==> config.mk <==
export PLATFORM = sky130hd
export DESIGN_NAME = lzed_front_flat
export DESIGN_NICKNAME = d
export VERILOG_FILES = /design/src/rtl/lzed_pkg.sv /design/src/rtl/lzed_in_if.sv /design/src/rtl/lzed_front.sv /design/src/flat_wrapper.sv
export SDC_FILE = /design/constraint.sdc
export NUM_CORES = 1
export LEC_CHECK = 0
export BUFFER_PORTS_ARGS = -buffer_cell sky130_fd_sc_hd__buf_4
export CORE_MARGIN = 10
export CORE_UTILIZATION = 41
export DETAILED_ROUTE_END_ITERATION = 8
export SYNTH_ARGS = -nofsm -noshare
export SYNTH_HDL_FRONTEND = slang
export SYNTH_SLANG_ARGS = --single-unit
==> constraint.sdc <==
create_clock -name i_clk -period 5.3 [get_ports i_clk]
set_input_delay 1.325 -clock i_clk [delete_from_list [all_inputs] [get_ports i_clk]]
set_output_delay 1.325 -clock i_clk [all_outputs]
set_load 0.005 [all_outputs]
==> src/rtl/lzed_pkg.sv <==
// Shared types and constants of the LZSS entry decompressor.
// Used by the front, the command queue, the back and the top level.
`default_nettype none

package lzed_pkg;

    localparam int unsigned LEN_W       = 24;
    localparam int unsigned POS_W       = 12;
    localparam int unsigned LEFT_W      = 5;
    localparam logic [7:0]  LZ_FLAG     = 8'h20;
    localparam logic [4:0]  MATCH_BIAS  = 5'd2;
    localparam int unsigned CMD_DEPTH   = 2;
    localparam int unsigned CMD_PTR_W   = 1;
    localparam int unsigned CMD_CNT_W   = 2;

    typedef enum logic [1:0] {
        K_NONE  = 2'd0,
        K_LIT   = 2'd1,
        K_MATCH = 2'd2
    } t_kind;

    // One decoded token: a literal, a ring copy, or nothing but an entry end.
    typedef struct packed {
        t_kind              kind;
        logic [7:0]         data;
        logic [POS_W-1:0]   pos;
        logic [LEFT_W-1:0]  left;
        logic [LEN_W-1:0]   len;
        logic               last;
    } t_cmd;

    typedef struct packed {
        logic valid;
        t_cmd cmd;
    } t_push;

endpackage

`default_nettype wire

==> src/rtl/lzed_in_if.sv <==
// Input channel of the decompressor: one entry byte per beat.
// Depends on nothing.
`default_nettype none

interface lzed_in_if;
    logic       valid;
    logic       ready;
    logic [7:0] in_byte;
    logic       entry_last;

    modport source (output valid, output in_byte, output entry_last, input ready);
    modport sink (input valid, input in_byte, input entry_last, output ready);
endinterface

`default_nettype wire

==> src/rtl/lzed_front.sv <==
// Front of the decompressor: parses the header and flag groups, turns input beats into
// commands. Depends on lzed_pkg and lzed_in_if.
`default_nettype none

module lzed_front (
    input  wire             i_clk,
    input  wire             i_rst_n,
    lzed_in_if.sink         i_in,
    input  wire             i_full,
    output lzed_pkg::t_push o_push
);

    typedef enum logic [2:0] {
        PH_FLAG  = 3'b001,
        PH_TOKEN = 3'b010,
        PH_HIGH  = 3'b100
    } t_phase;

    logic [2:0]                r_hdr_cnt, n_hdr_cnt;
    logic [lzed_pkg::LEN_W-1:0] r_len, n_len;
    logic                      r_comp, n_comp;
    logic [7:0]                r_flags, n_flags;
    logic [3:0]                r_left, n_left;
    t_phase                    r_phase, n_phase;
    logic [7:0]                r_mlow, n_mlow;

    logic                      accept;
    logic [7:0]                nt_flags;
    logic [3:0]                nt_left;
    t_phase                    nt_phase;
    lzed_pkg::t_cmd            cmd;

    assign i_in.ready = !i_full;
    assign accept     = i_in.valid && !i_full;

    assign nt_flags = r_flags >> 1;
    assign nt_left  = (r_left == 4'd0) ? 4'd0 : r_left - 4'd1;
    assign nt_phase = (nt_left != 4'd0) ? PH_TOKEN : PH_FLAG;

    always_comb begin
        n_hdr_cnt = r_hdr_cnt;
        n_len     = r_len;
        n_comp    = r_comp;
        n_flags   = r_flags;
        n_left    = r_left;
        n_phase   = r_phase;
        n_mlow    = r_mlow;
        cmd       = '0;
        cmd.kind  = lzed_pkg::K_NONE;
        cmd.data  = i_in.in_byte;
        cmd.len   = r_len;
        cmd.last  = i_in.entry_last;
        if (accept) begin
            if (r_hdr_cnt < 3'd4) begin
                unique case (r_hdr_cnt[1:0])
                    2'd0: n_len[7:0]   = i_in.in_byte;
                    2'd1: n_len[15:8]  = i_in.in_byte;
                    2'd2: n_len[23:16] = i_in.in_byte;
                    default: begin
                        n_comp  = (i_in.in_byte == lzed_pkg::LZ_FLAG);
                        n_phase = PH_FLAG;
                    end
                endcase
                n_hdr_cnt = r_hdr_cnt + 3'd1;
            end else if (!r_comp) begin
                cmd.kind = lzed_pkg::K_LIT;
            end else begin
                unique case (r_phase)
                    PH_FLAG: begin
                        n_flags = i_in.in_byte;
                        n_left  = 4'd8;
                        n_phase = PH_TOKEN;
                    end
                    PH_TOKEN: begin
                        if (r_flags[0]) begin
                            cmd.kind = lzed_pkg::K_LIT;
                            n_flags  = nt_flags;
                            n_left   = nt_left;
                            n_phase  = nt_phase;
                        end else begin
                            n_mlow  = i_in.in_byte;
                            n_phase = PH_HIGH;
                        end
                    end
                    PH_HIGH: begin
                        cmd.kind = lzed_pkg::K_MATCH;
                        cmd.pos  = {i_in.in_byte[3:0], r_mlow};
                        cmd.left = {1'b0, i_in.in_byte[7:4]} + lzed_pkg::MATCH_BIAS;
                        n_flags  = nt_flags;
                        n_left   = nt_left;
                        n_phase  = nt_phase;
                    end
                    default: begin
                        n_phase = PH_FLAG;
                    end
                endcase
            end
            if (i_in.entry_last) begin
                n_hdr_cnt = 3'd0;
                n_len     = '0;
                n_comp    = 1'b0;
                n_flags   = 8'd0;
                n_left    = 4'd0;
                n_phase   = PH_FLAG;
                n_mlow    = 8'd0;
            end
        end
    end

    assign o_push.valid = accept && ((cmd.kind != lzed_pkg::K_NONE) || i_in.entry_last);
    assign o_push.cmd   = cmd;

    always_ff @(posedge i_clk) begin
        if (!i_rst_n) begin
            r_hdr_cnt <= 3'd0;
            r_len     <= '0;
            r_comp    <= 1'b0;
            r_flags   <= 8'd0;
            r_left    <= 4'd0;
            r_phase   <= PH_FLAG;
            r_mlow    <= 8'd0;
        end else begin
            r_hdr_cnt <= n_hdr_cnt;
            r_len     <= n_len;
            r_comp    <= n_comp;
            r_flags   <= n_flags;
            r_left    <= n_left;
            r_phase   <= n_phase;
            r_mlow    <= n_mlow;
        end
    end

endmodule

`default_nettype wire

==> src/flat_wrapper.sv <==
// flat-port wrapper written by rule: the top's interface ports become plain ports
module lzed_front_flat 
  (i_clk, i_rst_n, i_full, o_push, i_in_valid, i_in_in_byte, i_in_entry_last, i_in_ready);
  lzed_in_if i_in_i ();
  input  wire i_clk;
  input  wire i_rst_n;
  input  wire i_full;
  output lzed_pkg::t_push o_push;
  input wire logic [$bits(i_in_i.valid)-1:0] i_in_valid;
  input wire logic [$bits(i_in_i.in_byte)-1:0] i_in_in_byte;
  input wire logic [$bits(i_in_i.entry_last)-1:0] i_in_entry_last;
  output wire logic [$bits(i_in_i.ready)-1:0] i_in_ready;
  assign i_in_i.valid = i_in_valid;
  assign i_in_i.in_byte = i_in_in_byte;
  assign i_in_i.entry_last = i_in_entry_last;
  assign i_in_ready = i_in_i.ready;
  lzed_front u_core (.i_clk(i_clk), .i_rst_n(i_rst_n), .i_in(i_in_i), .i_full(i_full), .o_push(o_push));
endmodule
### Word-level counts from Yosys, hierarchy flattened

Index checks and enable logic that the tools add are counted.

| word-level totals | value |
|---|---|
| flip-flop bits (word level) | 51 |
| latch bits | 0 |
| RAM bits | 0 |
| memory bits (read-only) | 0 |
| input bits | 13 |
| output and inout port bits | 54 |
| logic and storage cells | 93 |
| memories | 0 |

| cells by class | value |
|---|---|
| add/sub/neg operators | 3 |
| $mul | 0 |
| div/mod/pow operators | 0 |
| order comparisons | 1 |
| eq/ne operators | 11 |
| shift operators | 0 |
| multiplexer cells | 42 |
| bitwise gates (word level) | 0 |
| reduce and logical (&&, ||, !) cells | 26 |

Operators with widths:

| cell | number |
|---|---|
| $mux W8 | 12 |
| $mux W17 | 4 |
| $mux W24 | 2 |
| $pmux W8 S3 | 1 |
| $mux W3 | 7 |
| $mux W4 | 5 |
| $reduce_and A3 Y1 | 5 |
| $reduce_bool A2 Y1 | 7 |
| $pmux W4 S3 | 1 |
| $reduce_and A5 Y1 | 2 |
| $pmux W3 S3 | 1 |
| $eq A8 B6 Y1 const B | 1 |
| $mux W2 | 4 |
| $reduce_bool A4 Y1 | 2 |
| $add A4 B2 Y5 const B | 1 |
| $logic_not A4 Y1 | 1 |
| $mux W1 | 4 |
| $ne A2 B2 Y1 const B | 2 |
| $pmux W2 S2 | 1 |
| $reduce_and A4 Y1 | 1 |
| $sub A4 B1 Y4 const B | 1 |
| $add A3 B1 Y3 const B | 1 |
| $eq A3 B1 Y1 const B | 1 |
| $eq A3 B2 Y1 const B | 1 |
| 14 further kinds | 15 |

### Longest topological paths before layout

Gate-level depths: netlist (run 1).

| logic depth | value |
|---|---|
| word-level depth | 9 |
| mapped depth | 7 |
| gate-level depth less buffers | 6 |

### Least setup slack after synthesis (run 1)

OpenSTA, ideal clock, no wires.

| timing | value |
|---|---|
| kind | input port to output port |
| start point | input i_full |
| end point | output o_push[32] (netlist name) |
| data arrival time | 2.227 ns |
| data required time | 3.975 ns |
| path slack | 1.748 ns |
| stages on the path | 4 |
| buffers on the path | 1 |
| path through | nand4b_2 -> nor3_2 -> buf_2 -> and2_1 |

RTL lines:

| element | line | RTL |
|---|---|---|
| start: declaration | flat_wrapper.sv:7 | `input wire i_full;` |
| end: declaration | flat_wrapper.sv:8 | `output lzed_pkg::t_push o_push;` |

==> results.py, run 1 <==
metrics = {
    "cts": {
        "insertion_delay_ps": 300,
        "cts-root-buf": "clkbuf_8",
        "postCtsSetupBuffers": 0,
        "cts_tree": "built",
        "h-tree-depth": 2,
        "ctsHoldBuffers": 0,
        "cts_resized": 0,
        "cts.path.max_buffers": 2,
        "clk_pin_slew_worst_paths_ps": 90,
        "cts.sinks": 51,
        "cts_buffers": 5,
    },
    "sta": {
        "period_share_pct": 71.6,
        "finalHoldViolations": 0,
        "slew_viol_final": 0,
        "setup_violations": 0,
        "rsz0062_at_grt": "no",
        "relSlewSlack_pct": 45.7,
        "worstMarginPinSlew_ps": 814,
        "period_needed_ps": 3800,
        "fmax_ghz": 0.263,
        "setup-tns-final_ps": 0,
        "fin_skew_ps": 5.20,
    },
    "setup_path": {
        "path_common_cell": "buf_4",
        "r2r_start": "u_core.r_phase[0]",
        "start_kind": "input port",
        "cpPeakStageDelay_ps": 280,
        "crit_buf_inv": 3,
        "crit_path_cell_trace": "buf_4 -> nand4b_2 -> nor3_2 -> buf_4 -> and4_1 -> buf_4",
        "cp.arrival_ps": 2470,
        "path_class": "in2out",
        "reg2reg_setup_slack_ps": 3350,
        "crit_path_end_kind": "primary output",
        "crit_slowest_cell": "nand4b_2",
        "r2r-end": "u_core.r_flags[5]",
        "cpLargestDelayFamily": "simple AND/OR/NAND/NOR gates",
        "worstPathRequired_ps": 3970,
        "r2r_cells": 5,
        "crit_path_max_fanout": 17,
    },
    "floorplan": {
        "fp.coreArea_um2": 6310,
        "fp.dieW_um": 100,
        "ios": 67,
        "row_count": 29,
        "die_area_um2": 10100,
        "die_h_um": 100,
        "start_util_pct": 42.1,
    },
    "min_path": {
        "holdPathStages": 2,
        "hold_path_startpoint": "u_core.r_flags[7]",
        "hold_path_class": "reg2reg",
        "hold_end": "u_core.r_flags[7]",
    },
    "cells_and_area": {
        "regArea_um2": 1020,
        "final_nets": 376,
        "fillers": 610,
        "multi_input_area_um2": 1460,
        "fin_area_um2": 3180,
        "syn2layout_area_growth_pct": 19.9,
        "num_antenna_cells": 0,
        "drive_gt1_share_pct": 25.6,
        "fin_cells": 436,
        "utilization_pct": 50.4,
    },
    "detailed_routing": {
        "wirelength_um": 7390,
        "vias": 2307,
        "wl_per_cell_um": 17.0,
        "via_per_inst": 5.29,
        "drtIter0Drc": 151,
        "drc": 0,
        "drt-pass1-iter-count": 4,
        "drtAntennaViolNets": 0,
    },
    "yosys": {
        "ys_warn_count": 0,
        "syn_area_per_cell_um2": 8.56,
        "mappedNetlistArea_um2": 2660,
        "ys_ff_latch": 51,
        "async_flop_share_pct": 0,
        "synth.distinct_cells": 56,
        "synthCells": 310,
        "synth_ff_type": "dfxtp_1",
        "ys_seq_area_share_pct": 38.5,
        "synth_nets": 328,
        "synth-edff-count": 0,
    },
    "pwr": {
        "leakage_uw": 0.00131,
        "ir_drop_mv": 0.147,
        "finalPower_uw": 691,
        "power.density_nw_per_um2": 217,
    },
    "global_routing": {
        "grt_pass1_wl_um": 11900,
        "grt_max_degree": 47,
        "grt_overflow": 0,
        "grt_usage_pct": 14.6,
        "grt_pass1_vias": 2200,
        "antenna_found_initial": 0,
    },
    "placed_design": {
        "dpl_cell_area_um2": 3100,
        "place_hpwl_um": 5270,
        "io_buffers": 66,
        "gp_congestion": 0.806,
        "dp_cells": 428,
    },
    "run": {
        "maxCapViolCount": 0,
    },
    "run_status": {
        "status": "finished, final reports clean",
    },
}
==> metal layers <==
| layer | global-route usage (%) | share of wire (%) | wire, um | up-vias |
|---|---|---|---|---|
| met4 | 4.02 | 0.85 | 63 | 0 |
| met3 | 4.87 | 8.1 | 596 | 5 |
| li1 | - | - | - | 1162 |
| met1 | 19.1 | 45 | 3290 | 1076 |
| met5 | 0 | 0 | 0 | - |
| met2 | 22.3 | 47 | 3440 | 64 |
==> sequential cells by signal, summed over array words and instances (netlist names) <==
signal	count
u_core.r_phase	3
u_core.r_len	24
u_core.r_mlow	8
u_core.r_left	4
u_core.r_comp	1
u_core.r_hdr_cnt	3
u_core.r_flags	8
==> through the flow <==
stage          setup WS, ps  hold slack (ps)
6_report               1500              466
4_1_cts                1490              465
2_1_floorplan          1750              432
3_3_place_gp           1510              440
3_5_place_dp           1490              452
5_1_grt                1410              489
==> logic make-up after synthesis <==
kind of cell,synth area share (%)
adder cells (fa/ha/maj),2.36
XOR/XNOR,0.660
flip-flops,38.5
AND/OR/NAND/NOR,28.7
multiplexers,9.47
buffers and inverters,6.69
AO/OA/AOI/OAI,13.7
==> worst max-delay path by stage <==
| stage | from | endpoint | cells after the start |
|---|---|---|---|
| 2_1_floorplan | i_full | o_push[32] | 4 |
| 3_3_place_gp | i_full | o_push[29] | 6 |
| 3_5_place_dp | i_full | o_push[29] | 6 |
| 4_1_cts | i_full | o_push[29] | 6 |
| 5_1_grt | i_full | o_push[29] | 6 |
| 6_report | i_full | o_push[29] | 6 |
==> cell usage after synthesis (2+ instances only) <==
library cell | n | share of area [%]
nor4_1 | 3 | 0.71
nand4bb_1 | 2 | 0.85
or3_1 | 2 | 0.47
dfxtp_1 | 51 | 38
nand3b_1 | 2 | 0.57
nor2_1 | 47 | 6.6
buf_2 | 6 | 1.1
nand3_1 | 4 | 0.75
ha_1 | 5 | 2.4
mux2i_1 | 24 | 9.0
and3_1 | 8 | 1.9
a31oi_1 | 7 | 1.6
and2_1 | 15 | 3.5
o21ai_1 | 3 | 0.57
clkbuf_1 | 7 | 0.99
nor3_1 | 5 | 0.94
a22oi_1 | 3 | 0.85
xnor2_1 | 2 | 0.66
inv_1 | 3 | 0.42
nor2_4 | 4 | 1.7
buf_4 | 10 | 2.8
nand2b_1 | 4 | 0.94
a21oi_1 | 23 | 4.3
buf_6 | 2 | 0.85
nor2b_1 | 9 | 2.1
nor3_2 | 2 | 0.75
o221ai_1 | 5 | 1.6
o21ai_0 | 2 | 0.38
nand2_1 | 22 | 3.1
nand4_1 | 2 | 0.47
==> layout by cell type, fill, tap and decap left out, types with 7 or more instances in the layout <==
cell	instances
mux2i_1	24
nor2b_1	9
a31oi_1	7
and3_1	8
nand2_1	22
dfxtp_1	51
nor2_1	47
buf_4	68
and2_1	15
a21oi_1	23
==> area by class of cell <==
type / count / share of cell area [%]
clock buffer: 6 / 2.28
clock inverter: 2 / 0.393
inverter: 4 / 0.472
multi-input combinational: 228 / 45.7
sequential: 51 / 32.1
tap: 77 / 3.03
timing repair buffer: 68 / 16.0
==> power by group <==
part           leakage, uW  switching (uW)  internal [uW]
Sequential        0.000412            5.57            389
Combinational     0.000854            43.4           31.5
Clock            0.0000412             129           92.6
Total              0.00131             178            513
==> worst min-delay path, stage by stage, from the launching register on <==
cell	delay [ps]
dfxtp_1	320
nand2_1	50
a21oi_1	50
No activity file was read; power rests on OpenSTA's default activity.
==> inputs of run 2 (changes only) <==
Settings changed: PLACE_DENSITY set to 0.67.
Clock period 5.3 ns to 3.1 ns, I/O delays scaled along.
==> run 2 against run 1 <==
Net effect:
- cell count rose by 0.69%
- first-iteration DRC count down 8.6%
- utilization grew 0.46 points
- largest cell class unchanged
==> results.py, run 2 (synthesis results as in run 1) <==
metrics = {
    "detailed_routing": {
        "drc": 0,
        "wirelength_um": 7380,
        "drt-pass1-iter-count": 4,
        "drtAntennaViolNets": 0,
        "via_per_inst": 5.36,
        "wl_per_cell_um": 16.8,
        "drtIter0Drc": 138,
        "vias": 2355,
    },
    "cells_and_area": {
        "fin_cells": 439,
        "final_cell_mix": "buf_4, dfxtp_1, nor2_1",
        "fillers": 638,
        "largest_reg_flops": 24,
        "final_common_cell": "buf_4",
        "num_antenna_cells": 0,
        "regMostFlops": "u_core.r_len",
        "drive_gt1_share_pct": 26.5,
        "final_nets": 379,
        "reg_top3": "u_core.r_len: 24 flops, u_core.r_flags: 8 flops, u_core.r_mlow: 8 flops",
        "syn2layout_area_growth_pct": 21.0,
        "fin_area_um2": 3210,
    },
    "cts": {
        "cts-root-buf": "clkbuf_8",
        "ctsHoldBuffers": 0,
        "cts.path.max_buffers": 2,
        "postCtsSetupBuffers": 0,
        "cts_tree": "built",
        "insertion_delay_ps": 320,
        "cts_buffers": 5,
        "cts_resized": 0,
        "clk_pin_slew_worst_paths_ps": 90,
        "cts.sinks": 51,
        "h-tree-depth": 2,
    },
    "floorplan": {
        "die_h_um": 100,
        "row_count": 29,
        "fp.dieW_um": 100,
        "die_area_um2": 10100,
        "fp.coreArea_um2": 6310,
        "start_util_pct": 42.1,
        "ios": 67,
    },
    "setup_path": {
        "r2r_start": "u_core.r_phase[0]",
        "reg2reg_setup_slack_ps": 1110,
        "start_kind": "input port",
        "r2r-end": "u_core.r_flags[2]",
        "path_common_cell": "buf_4",
        "cp.arrival_ps": 1940,
        "crit_path_end_kind": "primary output",
        "crit_path_max_fanout": 15,
        "crit_slowest_cell": "nand4b_2",
        "path_class": "in2out",
        "worstPathRequired_ps": 2320,
        "cpPeakStageDelay_ps": 280,
        "r2r_cells": 5,
        "crit_path_cell_trace": "buf_4 -> nand4b_2 -> nor3_2 -> buf_4 -> and4_1 -> buf_4",
    },
    "sta": {
        "setup_violations": 0,
        "fin_skew_ps": 7.12,
        "slew_viol_final": 0,
        "finalHoldViolations": 0,
        "hold_slack_ps": 461,
        "period_needed_ps": 2710,
        "setup-tns-final_ps": 0,
        "period_share_pct": 87.5,
        "relSlewSlack_pct": 48.8,
        "worstMarginPinSlew_ps": 767,
        "fmax_ghz": 0.369,
        "rsz0062_at_grt": "no",
    },
    "min_path": {
        "hold_path_class": "reg2reg",
        "hold_end": "u_core.r_flags[7]",
        "hold_path_startpoint": "u_core.r_flags[7]",
        "holdPathStages": 2,
    },
    "placed_design": {
        "dpl_cell_area_um2": 3120,
        "io_buffers": 66,
        "gp_congestion": 0.804,
        "dp_cells": 431,
        "place_hpwl_um": 5380,
    },
    "global_routing": {
        "grt_pass1_vias": 2343,
        "grt_max_degree": 47,
        "grt_usage_pct": 15.0,
        "antenna_found_initial": 0,
        "grt_pass1_wl_um": 12300,
        "grt_overflow": 0,
    },
    "pwr": {
        "leakage_uw": 0.00133,
        "power.density_nw_per_um2": 374,
        "finalPower_uw": 1200,
        "ir_drop_mv": 0.288,
    },
    "run_status": {
        "status": "finished, final reports clean",
    },
    "run": {
        "maxCapViolCount": 0,
    },
}
-- run 2: cell count changes in the layout (fill, tap and decap cells not counted) --
cell | previous run | this run
clkinv_4 | 0 | 1
clkbuf_1 | 1 | 0
buf_4 | 68 | 71
inv_6 | 0 | 1
clkinvlp_4 | 1 | 0
-- run 2: final cells by class --
| class | count | area (um^2) | share of cell area [%] |
|---|---|---|---|
| clock inverter | 3 | 22.5 | 0.701 |
| clock buffer | 5 | 68.8 | 2.14 |
| tap | 77 | 96.3 | 3.00 |
| timing repair buffer | 71 | 533 | 16.6 |
| multi-input combinational | 228 | 1460 | 45.3 |
| sequential | 51 | 1020 | 31.8 |
| inverter | 4 | 15.0 | 0.467 |
-- run 2: how the worst max path moves through the flow --
stage,start,end,slack [ps],depth (start not counted)
after global routing,i_full,o_push[29],250,6
after CTS,i_full,o_push[29],370,6
after global placement,i_full,o_push[29],410,6
after detailed placement,i_full,o_push[29],390,6
after floorplan,i_full,o_push[32],650,4
final,i_full,o_push[29],390,6
-- run 2: per-layer routing --
layer	GRT usage, %	vias up	wire [um]
met2	23.0	77	3370
met3	4.87	13	603
li1	-	1174	-
met5	0	-	0
met4	5.43	0	140
met1	19.2	1091	3270
-- run 2: worst max-delay path: cells and delay by family --
kind          cells  cell delay (ps)
simple gates      3              720
buf+inv           3              440
-- run 2: power breakdown --
| group | internal, uW | switching [uW] |
|---|---|---|
| combinational | 55.6 | 74.6 |
| sequential | 665 | 10.0 |
| clock | 162 | 235 |
| total | 883 | 320 |
-- run 2: through the flow --
stage / setup slack, ps / utilization [%]
5_1_grt: 249 / 50.9
3_3_place_gp: 411 / 49.4
4_1_cts: 375 / 50.9
2_1_floorplan: 648 / -
3_5_place_dp: 393 / 49.4
6_report: 388 / 50.9
