`src/rtl/lzed_pkg.sv`:
```
// Shared types and constants of the LZSS entry decompressor.
// Used by the front, the command queue, the back and the top level.
`default_nettype none

package lzed_pkg;

    localparam int unsigned LEN_W       = 24;
    localparam int unsigned POS_W       = 12;
    localparam int unsigned LEFT_W      = 5;
    localparam logic [7:0]  LZ_FLAG     = 8'h20;
    localparam logic [4:0]  MATCH_BIAS  = 5'd2;
    localparam int unsigned CMD_DEPTH   = 2;
    localparam int unsigned CMD_PTR_W   = 1;
    localparam int unsigned CMD_CNT_W   = 2;

    typedef enum logic [1:0] {
        K_NONE  = 2'd0,
        K_LIT   = 2'd1,
        K_MATCH = 2'd2
    } t_kind;

    // One decoded token: a literal, a ring copy, or nothing but an entry end.
    typedef struct packed {
        t_kind              kind;
        logic [7:0]         data;
        logic [POS_W-1:0]   pos;
        logic [LEFT_W-1:0]  left;
        logic [LEN_W-1:0]   len;
        logic               last;
    } t_cmd;

    typedef struct packed {
        logic valid;
        t_cmd cmd;
    } t_push;

endpackage

`default_nettype wire

```
`src/rtl/lzed_cmd_fifo.sv`:
```
// Short command queue between the front and the back of the decompressor.
// Depends on lzed_pkg.
`default_nettype none

module lzed_cmd_fifo (
    input  wire                 i_clk,
    input  wire                 i_rst_n,
    input  lzed_pkg::t_push     i_push,
    output logic                o_full,
    output lzed_pkg::t_push     o_head,
    input  wire                 i_pop
);

    lzed_pkg::t_cmd                      r_mem [lzed_pkg::CMD_DEPTH];
    logic [lzed_pkg::CMD_PTR_W-1:0]      r_wptr, n_wptr;
    logic [lzed_pkg::CMD_PTR_W-1:0]      r_rptr, n_rptr;
    logic [lzed_pkg::CMD_CNT_W-1:0]      r_cnt, n_cnt;
    logic                                do_push;
    logic                                do_pop;

    assign o_full       = (r_cnt == lzed_pkg::CMD_CNT_W'(lzed_pkg::CMD_DEPTH));
    assign o_head.valid = (r_cnt != '0);
    assign o_head.cmd   = r_mem[r_rptr];
    assign do_push      = i_push.valid && !o_full;
    assign do_pop       = i_pop && o_head.valid;

    always_comb begin
        n_wptr = do_push ? r_wptr + 1'b1 : r_wptr;
        n_rptr = do_pop ? r_rptr + 1'b1 : r_rptr;
        n_cnt  = r_cnt;
        if (do_push && !do_pop) begin
            n_cnt = r_cnt + 1'b1;
        end else if (do_pop && !do_push) begin
            n_cnt = r_cnt - 1'b1;
        end
    end

    always_ff @(posedge i_clk) begin
        if (do_push) begin
            r_mem[r_wptr] <= i_push.cmd;
        end
    end

    always_ff @(posedge i_clk) begin
        if (!i_rst_n) begin
            r_wptr <= '0;
            r_rptr <= '0;
            r_cnt  <= '0;
        end else begin
            r_wptr <= n_wptr;
            r_rptr <= n_rptr;
            r_cnt  <= n_cnt;
        end
    end

endmodule

`default_nettype wire

```
`config.mk`:
```
export PLATFORM = sky130hd
export DESIGN_NAME = lzed_cmd_fifo
export DESIGN_NICKNAME = d
export VERILOG_FILES = /design/src/rtl/lzed_pkg.sv /design/src/rtl/lzed_cmd_fifo.sv
export SDC_FILE = /design/constraint.sdc
export NUM_CORES = 1
export LEC_CHECK = 0
export BUFFER_PORTS_ARGS = -buffer_cell sky130_fd_sc_hd__buf_2
export CAP_MARGIN = 20
export CORE_ASPECT_RATIO = 0.75
export CORE_MARGIN = 2
export CORE_UTILIZATION = 51
export CTS_CLUSTER_SIZE = 30
export DETAILED_ROUTE_END_ITERATION = 7
export PLACE_DENSITY = 0.78
export RECOVER_POWER = 100
export SYNTH_ARGS = -nofsm -noshare
export SYNTH_HDL_FRONTEND = slang
export SYNTH_SLANG_ARGS = --single-unit
```
`constraint.sdc`:
```
create_clock -name i_clk -period 4 [get_ports i_clk]
set_input_delay 0.6 -clock i_clk [delete_from_list [all_inputs] [get_ports i_clk]]
set_output_delay 0.6 -clock i_clk [all_outputs]
set_load 0.02 [all_outputs]
```
## Yosys cells after proc, flatten, opt, wreduce, memory -nomap -nowiden

Memory sizes are Yosys's and may differ from the RTL's. A register that Yosys moved wholly into a read port is not among the register bits.
Index checks and enable logic that the tools add are counted.

- Flip-flop bits (word level): 4
- Memory bits (writable): 104
- Bits of input ports: 56
- Output and inout port bits: 54
- Word-level logic and storage cells: 24
- Memories kept: 1

Memories:

| name | words | width | read ports | clocked after Yosys merged registers in | wr ports | line | source |
|---|---|---|---|---|---|---|---|
| r_mem | 2 | 52 | 1 | 1 | 1 | lzed_cmd_fifo.sv:14 | `lzed_pkg::t_cmd r_mem [lzed_pkg::CMD_DEPTH];` |

- $add $sub $neg: 4
- Equal/unequal tests: 1
- Mux-type cells: 6
- Reductions and logical operators: 9

Operators with widths:

| operator | number |
|---|---|
| $logic_and 1x1->1 | 4 |
| $mux 1 | 4 |
| $mux 2 | 2 |
| $reduce_bool 2->1 | 2 |
| $logic_not 1->1 | 3 |
| $add 1x1->1 const B | 2 |
| $add 2x1->2 const B | 1 |
| $eq 2x2->1 const B | 1 |
| $sub 2x1->2 const B | 1 |

## Depth between registers and ports, before layout

Gate-level depths: netlist (run 1).

- Word-level depth: 7
- Gate-level depth with buffers: 7
- Gate-level depth less buffers: 7

## Least setup slack after synthesis (run 1)

OpenSTA, ideal clock, no wires.

- Kind: input-to-reg
- Start point: input port i_push[52] (netlist name)
- End point: memory r_mem[0][0] (netlist name), enable pin
- Arrival time: 2.733 ns
- Data required time: 3.546 ns
- Path slack: 0.813 ns
- Cell stages on the path: 2
- Path buffers: 0
- Cells stage by stage: inv_1 nor3_2

- Longest elaborated chain between the ends: 3

RTL lines:

| what | line | source |
|---|---|---|
| start: declaration | lzed_cmd_fifo.sv:8 | `input lzed_pkg::t_push i_push,` |
| $logic_and 1x1->1 | lzed_cmd_fifo.sv:24 | `assign do_push = i_push.valid && !o_full;` |
| $mux 1 | lzed_cmd_fifo.sv:39 | `if (do_push) begin` |
| $mux 1 (implied by the code) | lzed_cmd_fifo.sv:40 | `r_mem[r_wptr] <= i_push.cmd;` |
| end: declaration | lzed_cmd_fifo.sv:14 |  |

No other way between the ends.

## Worst setup path in the final report (run 1)

- Start point: register r_cnt[0] (netlist name)
- End point: memory r_mem[1][9] (netlist name), enable pin

- Longest elaborated chain between the ends: 5

RTL lines:

| what | line | source |
|---|---|---|
| start: declaration | lzed_cmd_fifo.sv:17 | `logic [lzed_pkg::CMD_CNT_W-1:0] r_cnt, n_cnt;` |
| start signal: assignment | lzed_cmd_fifo.sv:52 | `r_cnt <= n_cnt;` |
| $eq 2x2->1 | lzed_cmd_fifo.sv:21 | `assign o_full = (r_cnt == lzed_pkg::CMD_CNT_W'(lzed_pkg::CMD_DEPTH));` |
| $logic_not 1->1 | lzed_cmd_fifo.sv:24 |  |
| $logic_and 1x1->1 | lzed_cmd_fifo.sv:24 |  |
| $mux 1 | lzed_cmd_fifo.sv:39 |  |
| $mux 1 (implied by the code) | lzed_cmd_fifo.sv:40 |  |

No other way between the ends.

==> out/summary.md, run 1 <==
The run gives 0.35 ns as the clock insertion delay at the later pin of the skew report. During placement, the flow inserted port buffers numbering 109. Setup repair after global routing left no endpoint under its margin. STA puts the critical path data required time at 3.99 ns.

The sum of net half-perimeters after detailed placement came out at 4.32 mm. At the worst endpoint, the arrival time is 3.09 ns. The initial cell density of the core came out at 0.534. The number of global-route vias before repair is 2057. TritonCTS built the clock tree. The sequential element share of the synthesized area is 0.808, and the area growth from synthesis to layout is 18.5%.

The mean area per synthesized cell was 21.3 um^2; the overall global routing resource usage was 0.159. Using the TritonRoute via totals, the vias-per-cell ratio works out to 4.97. Average wire length per cell after detail routing: 16.0 um. The checks that failed: max-capacitance violations, max-slew violations. For the pin with the worst max-slew slack, the measured transition is 1.96 ns.

The layout cell share with drive strength beyond 1 works out to 0.322. The tools report the clock root buffer as clkbuf_8. The endpoint class of the critical path is a flop.

The flow ran to the end, but the final reports show violations. Across the VDD grid, the largest voltage drop is 0.366 mV. The violation count after the first detailed-routing iteration is 114. Once detail routing completed, the nets flagged for antenna violations numbered 0.

The count of buffers added by post-CTS timing repair for setup is 0, and the die height is 80.6 um. The die width was 106 um; the post-synthesis net count was 244. The number of hold-repair buffers added at the cts stage came out at 0. The number of maximum-capacitance violations was 2; the total vias in the final route was 2047. After clock tree synthesis, the clock-pin slew on the worst setup and hold paths is 0.10 ns.

The initial antenna violation count is 0. The cell area that synthesis handed to floorplanning was 3990 um^2. For this design the top-level I/O count stands at 110.

The run gives 0 as the final hold violation count. The first-pass iteration count of the detailed router was 4. After clock tree synthesis, the repair step resized 0 gates.

The largest buffer count on any clock path was 2. The worst setup path is launched from a flop. The setup path with the least slack is of type flop to flop. The final core utilization was 0.633; the time the worst path needs with I/O delays and setup was 3.10 ns. Summed over all layers, the global routing overflow is 0. The region available for standard cell placement spans 7470 um^2. The number of pins exceeding their max-slew limit in the final report was 72; the number of H-tree levels was 3. The path class of the tightest hold or removal check is input pin to flop.

For this run, design rule violations remaining after detail routing come to 0. Based on the critical path, the design can be clocked at up to 323 MHz. The count of nets after finishing was 363; the total detailed-routing wirelength was 6.61 mm. The setup-violating endpoint count in the final report was 0.

The maximum number of pins on one net before global-route repair is 42, and the number of distinct library cells after synthesis is 22. The logs give 0.00615 ns for the clock skew after layout and 0 for the Yosys warning count. The die covers 8550 um^2. The reported leakage power is 0.00158 uW, and the count of state elements after synthesis is 109.

The number of instances in the synthesized netlist is 187, and the part of the cycle the worst path needs is 0.775. The repair_antennas step left the layout with diodes totalling 0. The initialized floorplan defines 27 standard-cell rows. The summed negative setup slack over all endpoints is 0 ns. Along the worst path, the maximum fanout reaches 41. Routability-driven placement finished with a final weighted congestion of 0.727. For this design the ratio of total power to cell area is 628 nW/um^2. The first global-routing pass estimated 9.95 mm of wire.

The number of sinks handled by clock tree synthesis came out at 109. The relative max-transition margin is -0.305. For the number of CTS-inserted buffers, the log shows 9.
==> sequential cells by signal (all words and copies together), names as in the netlist, named ones only <==
name	flops
r_cnt	2
r_rptr	1
r_wptr	1
r_mem	104
==> final cells by class <==
class | count | area, um^2
tap | 101 | 126
inverter | 2 | 7.51
sequential | 109 | 3220
fill | 622 | 2740
multi-input combinational | 70 | 709
timing repair buffer | 114 | 468
clock inverter | 6 | 63.8
clock buffer | 10 | 128
==> worst max-delay path, cell delays in order, from the launching register on <==
cell	delay, ns
dfxtp_1	0.41
nand2b_1	0.17
and3_1	1.49
clkbuf_1	0.63
==> synth_stat cells <==
master / n / share of area
edfxtp_1: 104 / 0.78
mux2_2: 52 / 0.15
buf_4: 5 / 0.0094
dfxtp_1: 5 / 0.025
and2_1: 3 / 0.0047
xnor2_1: 2 / 0.0044
a21boi_0: 1 / 0.0019
a21boi_1: 1 / 0.0019
and3_1: 1 / 0.0016
buf_2: 1 / 0.0013
ha_1: 1 / 0.0031
inv_1: 1 / 0.00094
inv_2: 1 / 0.00094
nand2b_1: 1 / 0.0016
nor2_1: 1 / 0.00094
nor3_2: 1 / 0.0025
o21a_1: 1 / 0.0019
o21ai_0: 1 / 0.0013
o21ai_1: 1 / 0.0013
or2_2: 1 / 0.0016
or3_1: 1 / 0.0016
xor2_1: 1 / 0.0022
==> worst paths after layout <==
| path | from | endpoint | slack (ns) | cells past startpoint |
|---|---|---|---|---|
| setup / recovery | r_cnt[0]$_SDFFE_PN0P_ | r_mem[1][9]$_DFFE_PP_ | 0.90 | 3 |
| setup reg to reg | r_cnt[0]$_SDFFE_PN0P_ | r_mem[1][9]$_DFFE_PP_ | 0.90 | 3 |
| hold reg to reg | r_cnt[1]$_SDFFE_PN0P_ | r_cnt[1]$_SDFFE_PN0P_ | 0.55 | 2 |
| hold / removal | i_push[5] | r_mem[1][5]$_DFFE_PP_ | 0.43 | 1 |
==> stage by stage <==
step | area, um^2 | setup slack, ns | power, uW | std cells | hold WS [ns]
after floorplan | 3990 | 0.813 | 2160 | 187 | 0.479
after detailed placement | 4660 | 1.61 | 2440 | 396 | 0.525
after global routing | 4730 | 0.598 | 3120 | 412 | 0.388
after global placement | 4660 | 1.61 | 2420 | 396 | 0.500
final | 4730 | 0.901 | 2970 | 412 | 0.425
after CTS | 4850 | 1.19 | 3070 | 412 | 0.402
==> cell usage in the layout, fill, tap and decap left out, types with 2 or more instances in the layout <==
cell type	Yosys	final
a21boi_0	1	2
and2_1	3	2
buf_2	1	32
clkbuf_1	0	83
clkbuf_8	0	9
clkinv_2	0	2
clkinvlp_4	0	2
dfxtp_1	5	4
edfxtp_1	104	104
inv_1	1	2
mux2_2	52	51
o21ai_0	1	2
xnor2_1	2	2
==> per-layer routing <==
metal  wire length [um]  global-route usage  part of all wire
met1               3110               0.210              0.47
met2               2960               0.247              0.45
met3                512              0.0698             0.077
met4                 29              0.0355            0.0044
met5                  0                   0                 0
==> report_power, final <==
group / switching (uW) / internal [uW]
sequential: 96.1 / 1440
combinational: 494 / 309
clock: 341 / 289
==> kinds of logic (layout without fill, tap and decap cells) <==
| group | Yosys count | in the layout | share of synthesized area |
|---|---|---|---|
| DFF | 109 | 109 | 0.808 |
| buffers and inverters | 8 | 132 | 0.0125 |
| adders and majority gates | 1 | 1 | 0.00314 |
| and+or+nand+nor | 9 | 9 | 0.0144 |
| AOI/OAI and AO/OA | 5 | 5 | 0.00816 |
| xor gates and xnor gates | 3 | 3 | 0.00659 |
| muxes | 52 | 52 | 0.147 |
No activity file was read; power rests on OpenSTA's default activity.
==> run 2: changes to the inputs <==
- clock period: 4 -> 2.9 ns (I/O delays scaled with it)
==> run 2 against run 1 <==
Effect of this change: the flow now finishes without violations; final area grew 1.5%; worst hold slack lost 0.17 ns; via count is essentially flat; global-route usage grew 0.10 points; critical path depth grew 1; wire length grew 1.8%; core utilization grew 0.96 points; count of clock-buffer cells in the layout shrank 1; non-clock buffer count shrank 2; sequential power grew 36%; register-to-register slack lost 0.45 ns.
==> out/summary.md, run 2 (synthesis gave the netlist of run 1 again) <==
The tree is rooted in a clkbuf_8. Type of the worst min-delay path: input pin to flop. The total power density per cell area is 883 nW/um^2 (+41%). The flow ran to the end, and the final reports show no timing, DRC or antenna violations. The sequential standard cell area came out at 3220 um^2 (unchanged). The endpoint class of the critical path is a flop. The tools report the startpoint kind of the worst setup timing path as a flop. Critical path data required time: 2.88 ns (-1.11 ns).

The run gives 4 (unchanged) as the first-pass iteration count of the detailed router. The via count normalized by instance count was 4.99 (+0.44%). The register containing the most flip-flops in the final layout is r_mem.

For the total detailed-routing wirelength, the log shows 6.73 mm (+1.8%). The total power after layout is 4240 uW (+43%), and the number of DRC violations after detailed routing is 0 (unchanged). The logs give 8550 um^2 (unchanged) for the die area and 0.36 ns (about the same) for the clock insertion delay at the later pin of the skew report. By startpoint and endpoint, the worst setup path is classified as flop to flop.

The die height was 80.6 um (unchanged); the number of maximum-capacitance violations was 0 (-2). The number of pins exceeding their max-slew limit in the final report is 0 (-100%). The run gives 2.43 ns (-0.66 ns) as the critical path data arrival time. Reported leakage power: 0.00162 uW (+2.7%).

For the setup-violating endpoint count in the final report, the log shows 0 (unchanged). The number of inserted filler cells in the final layout was 582 (-6.4%). Slowest cell on the critical path: clkbuf_2.

The top cell types in the final layout, fill and taps aside, are edfxtp_1 (104), clkbuf_1 (74), mux2_2 (48), buf_2 (35), clkbuf_8 (9). The most critical setup path has its endpoint at r_mem[0][31]$_DFFE_PP_. The number of flip-flops in the largest register is 104 (unchanged), and the number of CTS-inserted buffers is 9 (unchanged). The critical path starts at r_cnt[0]$_SDFFE_PN0P_. The endpoint identified for the worst register-to-register timing path is r_mem[0][31]$_DFFE_PP_.

Multi-input gate area in the final layout: 721 um^2 (+1.6%). TritonCTS built the clock tree. The area growth from synthesis to layout was 20.3%; the average wire length per cell after detail routing was 16.4 um (+2.3%).

The count of buffers added by post-CTS timing repair for setup was 0 (unchanged). The share of total power in the clock network is 0.231 (+0.019). Count of nets after finishing: 361 (-0.55%). In the final layout, the registers with the most flip-flops are r_mem (104), r_cnt (2). For the summed negative setup slack over all endpoints, the log shows 0 ns (unchanged).

The number of gates given a new drive strength after cts came out at 0 (unchanged). The leading cell type in the layout, fill and taps excluded was edfxtp_1. Worst reg2reg path startpoint: r_cnt[0]$_SDFFE_PN0P_. The run gives 9.98 mm (+0.35%) as the first-pass GRT wire length.

The maximum cell stage delay along the critical path came out at 0.94 ns (-0.55 ns). The overflow left after global routing is 0 (unchanged), and the count of cell instances traversed by the critical path is 4 (+1). The count of boundary I/O pins is 110 (unchanged).

The measured slew at the worst slew-check pin was 1.37 ns (-0.588 ns). The power share of the sequential group came out at 0.493 (-0.025). Setup repair after global routing left no endpoint under its margin.

The maximum fanout along the worst path is 42 (+2.4%), and the part of the cycle the worst path needs is 0.844 (+0.0697). The tools report the sum of net half-perimeters after detailed placement as 4.36 mm (+0.98%). The tools report the part of the power in combinational logic as 0.277 (+0.007). The die width is 106 um (unchanged). The internal power summed over all cells was 2920 uW (+43%); the final weighted congestion of routability-driven global placement was 0.702 (-3.4%). The tools report the number of global-route vias before repair as 2004 (-2.6%). The number of sinks handled by clock tree synthesis was 109 (unchanged); the final hold violation count was 0 (unchanged).

The post-CTS clock slew at the launch and capture registers of the worst setup and hold paths is 0.10 ns (about the same), and the largest buffer count on any clock path is 2 (unchanged). The maximum number of pins on one net before global-route repair is 43 (+2.4%). The number of hold-repair buffers added at the cts stage is 0 (unchanged).

The clock skew after layout is 0.00885 ns (+0.00269 ns). The setup slack of the most critical reg-to-reg path came out at 0.45 ns (-0.45 ns). The signal on the critical path passes through nand2b_1 -> inv_1 -> nor3_4 -> clkbuf_2. The overall global routing resource usage was 0.160 (+0.00103); the antenna diode count was 0 (unchanged). The violation count after the first detailed-routing iteration is 76 (-33%), and the time the worst path needs with I/O delays and setup is 2.45 ns (-0.650 ns). The logs give 27 (unchanged) for the floorplan row count and 2046 (-0.049%) for the total vias in the final route. The tools report the initial cell density of the core as 0.534 (unchanged).

The core outline area is 7470 um^2 (unchanged), and the buffers plus inverters on the worst setup path is 2 (+1). The highest achievable clock rate was 408 MHz (+27%). The length in cells of the worst reg-to-reg path works out to 4 (+1). The run gives 3 (unchanged) as the number of H-tree levels. For the switching component of the power, the log shows 1320 uW (+42%). Layout cell share with drive strength beyond 1: 0.337 (+0.0150). The initial antenna violation count is 0 (unchanged). The relative max-transition margin came out at 0.0873 (+0.392). The cell family contributing the most delay on the critical path is buffers and inverters.

The run gives 0.480 mV (+31%) as the worst-case vdd ir drop. Port buffer count: 109 (unchanged). The switching power share of the total was 0.311 (-0.00238). For the number of nets with antenna violations after detailed routing, the log shows 0 (unchanged).
[run 2: cell types whose count changed in the layout (fill, tap and decap cells not counted), moves of 2 or more]
cell      delta
buf_2        +3
buf_12       +2
mux2_1       +3
clkbuf_1     -9
clkinv_2     -2
mux2_2       -3
[run 2: worst reg2reg max path, cell delays in order, from the launching register on]
cell and delay (ns):
dfxtp_1 0.41, nand2b_1 0.17, inv_1 0.09, nor3_4 0.44
clkbuf_2 0.94
[run 2: layer usage]
| layer | global-route usage | part of all wire | vias to the layer above |
|---|---|---|---|
| li1 | - | - | 963 |
| met1 | 0.210 | 0.45 | 987 |
| met2 | 0.246 | 0.46 | 87 |
| met3 | 0.0633 | 0.082 | 9 |
| met4 | 0.0553 | 0.012 | 0 |
| met5 | 0 | 0 | - |
[run 2: cell type report]
class	count	area share
multi-input combinational	70	0.150
timing repair buffer	112	0.104
inverter	2	0.00156
clock buffer	9	0.0258
clock inverter	7	0.0203
sequential	109	0.672
tap	101	0.0263
[run 2: power groups by stage]
stage	clock network (uW)	logic (uW)	registers (uW)
floorplan	0	919	2060
global placement	0	1250	2110
detailed placement	0	1260	2120
CTS	1000	1270	2080
global route	1050	1250	2110
finish	977	1170	2090
[run 2: worst min-delay path by stage]
| stage | slack, ns | cells after the start | startpoint | to |
|---|---|---|---|---|
| after global routing | 0.23 | 1 | i_push[10] | r_mem[1][10]$_DFFE_PP_ |
| after floorplan | 0.48 | 2 | r_cnt[1]$_SDFFE_PN0P_ | r_cnt[1]$_SDFFE_PN0P_ |
| after detailed placement | 0.52 | 2 | r_cnt[1]$_SDFFE_PN0P_ | r_cnt[1]$_SDFFE_PN0P_ |
| final | 0.26 | 1 | i_push[19] | r_mem[0][19]$_DFFE_PP_ |
| after global placement | 0.50 | 2 | r_cnt[1]$_SDFFE_PN0P_ | r_cnt[1]$_SDFFE_PN0P_ |
| after CTS | 0.23 | 1 | i_push[10] | r_mem[0][10]$_DFFE_PP_ |
[run 2: through the flow]
step | setup slack, ns | hold slack, ns | cell area [um^2] | util | std cells
5_1_grt | 0.246 | 0.227 | 4800 | 0.643 | 410
3_3_place_gp | 0.937 | 0.499 | 4690 | 0.628 | 394
3_5_place_dp | 0.931 | 0.518 | 4690 | 0.628 | 394
4_1_cts | 0.515 | 0.231 | 4910 | 0.657 | 410
2_1_floorplan | 0.588 | 0.479 | 3990 | - | 187
6_report | 0.451 | 0.256 | 4800 | 0.643 | 410
==> run 3: changes to the inputs <==
- clock period: 2.9 -> 2.56 ns (I/O delays scaled with it)
==> run 3 against run 2 <==
Effect of this change: final area decreased by 0.52%; largest cell class unchanged; clock skew about the same; critical endpoint is now r_mem[0][11]$_DFFE_PP_; register-to-register slack improved by 0.04 ns.
==> out/summary.md, run 3 (synthesis gave the netlist of run 1 again) <==
The slowest stage of the critical path is the nor3_2 cell. The critical path goes through nand2b_1 -> inv_1 -> nor3_2 -> buf_12. The measured slew at the worst slew-check pin came out at 0.958 ns (-0.411 ns). The total power density per cell area is 990 nW/um^2 (+12%). TritonCTS built the clock tree. Total length of routed met2 wires: 3.06 mm (-0.42%). The layout cell share with drive strength beyond 1 was 0.333 (-0.00324); the time the worst path needs with I/O delays and setup was 2.06 ns (-0.384 ns).

The run gives 592 (+1.7%) as the number of inserted filler cells in the final layout. The flow ran to the end, and the final reports show no timing, DRC or antenna violations. The summed negative setup slack over all endpoints was 0 ns (unchanged). The total detailed-routing wirelength is 6.53 mm (-3.0%), and the area growth from synthesis to layout is 19.7%. The floorplan row count is 27 (unchanged).

The startpoint identified for the worst register-to-register timing path is r_cnt[0]$_SDFFE_PN0P_. The reported leakage power was 0.00160 uW (-1.2%); the total vias in the final route was 2038 (-0.39%). The post-CTS clock slew at the launch and capture registers of the worst setup and hold paths came out at 0.10 ns (about the same). The top routing layer in use is met4. The number of maximum-capacitance violations was 0 (unchanged). The logs give 102 (+34%) for the violation count after the first detailed-routing iteration and 2.60 ns (-0.28 ns) for the critical path data required time. The buffers plus inverters on the worst setup path is 2 (unchanged).

In the final layout, the registers with the most flip-flops are r_mem (104), r_cnt (2). The tools report the final weighted congestion of routability-driven global placement as 0.693 (-1.4%). The count of nets after finishing is 361 (unchanged). The worst setup path is launched from a flop. The run gives 716 um^2 (-0.69%) as the multi-input gate area in the final layout. The worst setup path is captured at a flop. The maximum number of pins on one net before global-route repair was 53 (+23%); the first-pass iteration count of the detailed router was 4 (unchanged).

Clock skew after layout: 0.00880 ns (-0.0000410 ns). The library cell used most frequently in the layout, excluding fill and tap cells, is edfxtp_1. The number of CTS-inserted buffers is 9 (unchanged), and the total power after layout is 4730 uW (+12%).

The worst hold path begins at i_push[51]. The clock insertion delay at the later pin of the skew report is 0.35 ns (about the same), and the core outline area is 7470 um^2 (unchanged). Clock root buffer: clkbuf_8. Relative max-transition margin: 0.358 (+0.270). For the number of global-route vias before repair, the log shows 2109 (+5.2%). The tools report the worst-case vdd ir drop as 0.507 mV (+5.6%). The first-pass GRT wire length is 10.1 mm (+0.69%).

The average wire length per cell after detail routing is 15.9 um (-3.2%), and the count of boundary I/O pins is 110 (unchanged). The post-place setup slack came out at 0.753 ns (-0.178 ns). The critical path data arrival time was 2.11 ns (-0.32 ns). The routed metal-1 wirelength came out at 2.85 mm (-5.9%). The tools report the overall global routing resource usage as 0.160 (-0.000688). Part of the cycle the worst path needs: 0.807 (-0.0379).

For the number of DRC violations after detailed routing, the log shows 0 (unchanged). The die height works out to 80.6 um (unchanged). The final hold violation count was 0 (unchanged); the port buffer count was 109 (unchanged). The post-layout worst setup margin is 0.495 ns (+0.0440 ns).

Setup repair after global routing left no endpoint under its margin. The initial cell density of the core is 0.534 (unchanged). The via count normalized by instance count came out at 4.96 (-0.63%). The library cells used most frequently in the layout, excluding fill and tap cells, are edfxtp_1 (104), clkbuf_1 (80), mux2_2 (52), buf_2 (30), clkbuf_8 (9). The run gives 2 (unchanged) as the largest buffer count on any clock path. The worst setup path startpoint was r_cnt[0]$_SDFFE_PN0P_. Setup-violating endpoint count in the final report: 0 (unchanged).

The die area is 8550 um^2 (unchanged), and the routed length on met3 is 598 um (+8.3%). The sum of net half-perimeters after detailed placement is 4.37 mm (+0.25%), and the number of H-tree levels is 3 (unchanged). The tools report the count of buffers added by post-CTS timing repair for setup as 0 (unchanged).

The number of hold-repair buffers added at the cts stage was 0 (unchanged). The maximum cell stage delay along the critical path is 0.72 ns (-0.22 ns). The number of sinks handled by clock tree synthesis is 109 (unchanged), and the maximum fanout along the worst path is 43 (+2.4%). The run gives 0 (unchanged) as the number of gates given a new drive strength after cts. The tools report the number of nets with antenna violations after detailed routing as 0 (unchanged). The number of flip-flops in the largest register is 104 (unchanged). The type of the worst setup path was flop to flop.

Die width: 106 um (unchanged). The highest achievable clock rate came out at 484 MHz (+19%). Register containing the most flip-flops in the final layout: r_mem. For the overflow left after global routing, the log shows 0 (unchanged). The tools report the sequential standard cell area as 3220 um^2 (about the same). The tools report the number of pins exceeding their max-slew limit in the final report as 0 (unchanged).

The tightest min-delay check is of the input pin to flop type. Among cell families on the critical path, the largest total delay comes from simple AND/OR/NAND/NOR gates. The run gives 1 (+1) as the initial antenna violation count.
==> run 3: path summary, 6_finish.rpt <==
check | to | slack (ns) | cells past startpoint
worst max-delay path | r_mem[0][11]$_DFFE_PP_ | 0.50 | 4
worst min-delay path | r_mem[0][51]$_DFFE_PP_ | 0.21 | 1
worst max register to register | r_mem[0][11]$_DFFE_PP_ | 0.50 | 4
worst min register to register | r_cnt[1]$_SDFFE_PN0P_ | 0.53 | 2
==> run 3: stage by stage <==
step	util	std cells	hold slack (ns)	instance area, um^2
3_5_place_dp	0.628	394	0.508	4690
6_report	0.639	411	0.212	4770
2_1_floorplan	-	187	0.479	3990
3_3_place_gp	0.628	394	0.497	4690
4_1_cts	0.655	410	0.192	4890
5_1_grt	0.639	410	0.176	4770
==> run 3: power by group <==
| part | internal, uW | leakage [uW] | switching (uW) |
|---|---|---|---|
| registers | 2240 | 0.00101 | 67.4 |
| clock network | 474 | 0.000104 | 565 |
| logic | 514 | 0.000487 | 867 |
==> run 3: layer usage <==
metal,global-route usage,vias to the layer above
li1,-,964
met1,0.206,988
met2,0.248,82
met3,0.0706,4
met4,0.0434,0
met5,0,-
==> run 3: area by class of cell <==
type,instances,share of cell area
Sequential cell,109,0.675
Multi-Input combinational cell,70,0.150
Timing Repair Buffer,112,0.104
Clock buffer,10,0.0267
Tap cell,101,0.0265
Clock inverter,6,0.0160
Inverter,2,0.00157
Antenna cell,1,0.000524
